[src/design/m3i_mul.sv]
// Registered signed multiplier, one product per cycle while en_i is high.
module m3i_mul #(
  parameter int unsigned AW = 32,
  parameter int unsigned BW = 32
) (
  input  logic                 clk_i,
  input  logic                 en_i,
  input  logic signed [AW-1:0] a_i,
  input  logic signed [BW-1:0] b_i,
  output logic signed [AW+BW-1:0] p_o
);
  logic signed [AW+BW-1:0] p_q;

  // product register
  always_ff @(posedge clk_i) begin
    if (en_i) begin
      p_q <= a_i * b_i;
    end
  end

  assign p_o = p_q;
endmodule

[config.mk]
export PLATFORM = sky130hd
export DESIGN_NAME = m3i_mul
export DESIGN_NICKNAME = d
export VERILOG_FILES = /design/src/design/m3i_mul.sv
export SDC_FILE = /design/constraint.sdc
export NUM_CORES = 2
export LEC_CHECK = 0
export ABC_AREA = 1
export BUFFER_PORTS_ARGS = -buffer_cell sky130_fd_sc_hd__buf_2
export CAP_MARGIN = 30
export CORE_ASPECT_RATIO = 1.2
export CORE_MARGIN = 2
export CORE_UTILIZATION = 25
export DETAILED_ROUTE_END_ITERATION = 6
export HOLD_SLACK_MARGIN = 0.08
export MAX_ROUTING_LAYER = met4
export PLACE_DENSITY = 0.45
export SYNTH_ARGS = -nofsm -noshare
export SYNTH_HDL_FRONTEND = slang
export SYNTH_SLANG_ARGS = --single-unit
export TNS_END_PERCENT = 1
[constraint.sdc]
create_clock -name clk_i -period 10.1 [get_ports clk_i]
set_input_delay 2.02 -clock clk_i [delete_from_list [all_inputs] [get_ports clk_i]]
set_output_delay 2.02 -clock clk_i [all_outputs]
set_load 0.01 [all_outputs]
==> results.md <==
Clock tree:
- The cts-stage hold buffer count is 0.
- The post-cts sizing count is 0.
- TritonCTS built the clock tree.
- The level count of the clock H-tree is 3.
- The CTS buffer count is 9.
- The clock-pin slew on the worst setup and hold paths is 0.06 ns.
- The buffer type at the clock tree root is sky130_fd_sc_hd__clkbuf_16.
- In this run the post-CTS setup repair buffer count came out at 0.
- The clock passes through at most 2 buffers.
- The clock net in this run drives a total of 64 sinks.

Global route:
- Summed over all layers, the global routing overflow is 0.
- The pin count of the biggest net entering global routing is 65.
- The number of antenna violations at the first check in global routing is 24.
- Across every metal layer, demand over resource in global routing totals 0.170.
- The first global-routing pass estimated 209000 um of wire.
- The via count of the first global-routing pass is 34590.

Yosys:
- The count of yosys warnings during synthesis is 0.
- The predominant post-synthesis flop cell is sky130_fd_sc_hd__edfxtp_1.
- In this run, synthesis inferred 64 flip-flops with an integrated enable.
- The cell with the most instances after synthesis is sky130_fd_sc_hd__inv_1.
- Synthesis handed over a netlist of 5124 instances.
- Counting flops and latches in the post-synthesis netlist gives 64.
- Sorting the synthesized cells by area gives the leading types as sky130_fd_sc_hd__fa_1, sky130_fd_sc_hd__inv_1, sky130_fd_sc_hd__nand2_1.
- For this run, asynchronously set or reset flops after synthesis account for 0.
- The largest area contributor in the netlist is sky130_fd_sc_hd__fa_1.
- The total nets after synthesis is 6456.
- The mapped netlist covers 40800 um^2.
- The synthesized netlist contains 27 unique library cells.
- The share of synthesized area in the top cell type comes to 0.530.
- The sequential area share after synthesis is 0.0471.
- A synthesized cell averages 7.97 um^2.
- The commonest cells after synthesis are sky130_fd_sc_hd__inv_1, sky130_fd_sc_hd__nand2_1, sky130_fd_sc_hd__fa_1.

Layout:
- For this run, the post-layout net count is 6484.
- The area growth from synthesis to layout is 8.69%.
- Fill cells in the final layout number 17686.
- The final cell utilization of the core is 0.273.
- Of the cells placed in the final design, the portion with a size suffix greater than 1 is 0.0592.
- The number of flip-flops in the largest register is 64.

Drt:
- The total number of vias is 30529.
- The first TritonRoute pass finished after 5 iterations.
- Once detail routing completed, the nets flagged for antenna violations numbered 0.
- The average wire per standard cell is 18.1 um.
- The routed via count divided by cell count is 4.18.
- The violation count after the first detailed-routing iteration is 1536.
- In the routed design, unresolved DRC markers number 0.
- The wire length after detailed routing is 132000 um.

Die:
- The top-level port count is 130.
- For this configuration, the core starts out at a cell density of 0.252.
- The row count is 162.
- The floorplan step set the die height to 447 um.
- The die covers 167000 um^2.
- The region available for standard cell placement spans 162000 um^2.
- The die is 373 um wide.

Timing:
- The final number of hold-violating endpoints was 0.
- Based on the critical path, the design can be clocked at up to 108 MHz.
- The share of the clock period used by the worst path after layout is 0.920.
- Setup repair after global routing left no endpoint under its margin.
- Setup violations remaining at the end of the flow were counted as 0.
- The smallest clock period supported by the final layout is computed as 9.30 ns.
- The number of pins with negative max-slew slack in the final report was 0.
- Setup total negative slack on the finished layout was measured at 0 ns.
- The worst pin sits at a relative slew slack of 0.347.
- At the pin with the least slew margin, the transition time is 0.980 ns.

Outcome:
- The run finished with clean final reports.

Worst setup path:
- The worst endpoint data arrival time is 9.37 ns.
- The startpoint kind of the worst setup timing path is a primary input.
- The sort of element at the end of the critical path is a flip-flop.
- Of all nets on the critical path, the largest fanout is 32.
- The data required time of the worst path is 10.17 ns.
- The start-to-end type of the worst setup path is primary input to flip-flop.

Placed design:
- The HPWL after detailed placement is 118000 um.
- The final RePlAce weighted congestion is 0.933.
- Buffers placed on the I/O ports in this run total 129.

Flow run:
- The count of maximum capacitance violations is 0.

Hold path:
- In this run the worst hold path is classified as primary input to flip-flop.
cell families after synthesis:
family                     Yosys count  synth area share
AOI/OAI and AO/OA                   95            0.0124
xor gates and xnor gates            34           0.00729
adders and majority gates         1266             0.587
buffers and inverters             1892             0.174
DFF                                 64            0.0471
and+or+nand+nor                   1773             0.173
per-stage QoR:
stage | hold slack [ns] | setup WS, ns | instances | cell area [um^2]
finish | 2.41 | 0.803 | 7301 | 44400
detailed placement | 2.43 | 0.528 | 7273 | 44100
global placement | 2.43 | 0.401 | 7273 | 44100
global route | 2.47 | 0.558 | 7299 | 44400
floorplan | 2.13 | 1.30 | 5124 | 40800
CTS | 2.45 | 0.851 | 7288 | 44400
layout make-up:
type,count,area (um^2),area share
clock buffers,9,225,0.00507
inverters,1700,6380,0.144
well taps,2132,2670,0.0601
repair buffers,209,1310,0.0295
flip-flops and latches,64,1920,0.0433
clock inverters,6,37.5,0.000845
multi-input cells,3168,31800,0.717
diodes,13,32.5,0.000733
cells in the final DEF, fill, tap and decap left out:
| cell | count |
|---|---|
| sky130_fd_sc_hd__ha_1 | 184 |
| sky130_fd_sc_hd__nand3_1 | 73 |
| sky130_fd_sc_hd__fa_1 | 1082 |
| sky130_fd_sc_hd__buf_4 | 75 |
| sky130_fd_sc_hd__nor2_2 | 31 |
| sky130_fd_sc_hd__or2_2 | 7 |
| sky130_fd_sc_hd__inv_1 | 1692 |
| sky130_fd_sc_hd__xnor2_1 | 3 |
| sky130_fd_sc_hd__o21ai_0 | 17 |
| sky130_fd_sc_hd__nor3_2 | 5 |
| sky130_fd_sc_hd__nand4_1 | 13 |
| sky130_fd_sc_hd__o21ai_1 | 4 |
| sky130_fd_sc_hd__edfxtp_1 | 64 |
| sky130_fd_sc_hd__clkinv_4 | 1 |
| sky130_fd_sc_hd__nand2_2 | 21 |
| sky130_fd_sc_hd__clkbuf_16 | 9 |
| sky130_fd_sc_hd__o21bai_1 | 8 |
| sky130_fd_sc_hd__nor2_1 | 93 |
| sky130_fd_sc_hd__a21o_1 | 2 |
| sky130_fd_sc_hd__nor2_4 | 3 |
| sky130_fd_sc_hd__diode_2 | 13 |
| sky130_fd_sc_hd__nor3_1 | 11 |
| sky130_fd_sc_hd__nand3b_1 | 6 |
| sky130_fd_sc_hd__a21oi_2 | 1 |
| sky130_fd_sc_hd__clkinv_1 | 1 |
| sky130_fd_sc_hd__nand3_2 | 6 |
| sky130_fd_sc_hd__buf_2 | 129 |
| sky130_fd_sc_hd__clkinv_2 | 2 |
| sky130_fd_sc_hd__buf_12 | 5 |
| sky130_fd_sc_hd__inv_2 | 8 |
| sky130_fd_sc_hd__clkinvlp_4 | 2 |
| sky130_fd_sc_hd__nand2_1 | 1504 |
| sky130_fd_sc_hd__xor2_1 | 31 |
| sky130_fd_sc_hd__o21a_1 | 1 |
| sky130_fd_sc_hd__a21oi_1 | 62 |
layer usage:
layer,global-route usage,up-vias,part of all wire
met4,0.0390,0,0.025
met5,-,-,0
met2,0.318,497,0.54
met1,0.199,15836,0.40
li1,-,14059,-
met3,0.00988,137,0.026
final timing paths:
kind              startpoint       to  slack, ns  cells after the start
setup / recovery     b_i[10]  p_o[35]       0.80                     22
hold / removal          en_i  p_o[22]       2.41                      2
critical path: stages:
cell and delay (ns):
sky130_fd_sc_hd__buf_2 0.59, sky130_fd_sc_hd__nand2_1 0.13, sky130_fd_sc_hd__inv_1 0.10, sky130_fd_sc_hd__fa_1 0.43, sky130_fd_sc_hd__fa_1 0.55, sky130_fd_sc_hd__inv_1 0.05, sky130_fd_sc_hd__fa_1 0.45, sky130_fd_sc_hd__fa_1 0.55
sky130_fd_sc_hd__inv_1 0.06, sky130_fd_sc_hd__fa_1 0.58, sky130_fd_sc_hd__fa_1 0.44, sky130_fd_sc_hd__fa_1 0.57, sky130_fd_sc_hd__inv_1 0.10, sky130_fd_sc_hd__fa_1 0.50, sky130_fd_sc_hd__inv_1 0.05, sky130_fd_sc_hd__ha_1 0.46
sky130_fd_sc_hd__nand2_1 0.21, sky130_fd_sc_hd__nor2_1 0.35, sky130_fd_sc_hd__nand2_1 0.20, sky130_fd_sc_hd__nor2_1 0.17, sky130_fd_sc_hd__a21oi_1 0.20, sky130_fd_sc_hd__xnor2_1 0.58
Power is not shown: default switching activity piles up to over one toggle a cycle in this logic, so the estimate is an artifact.
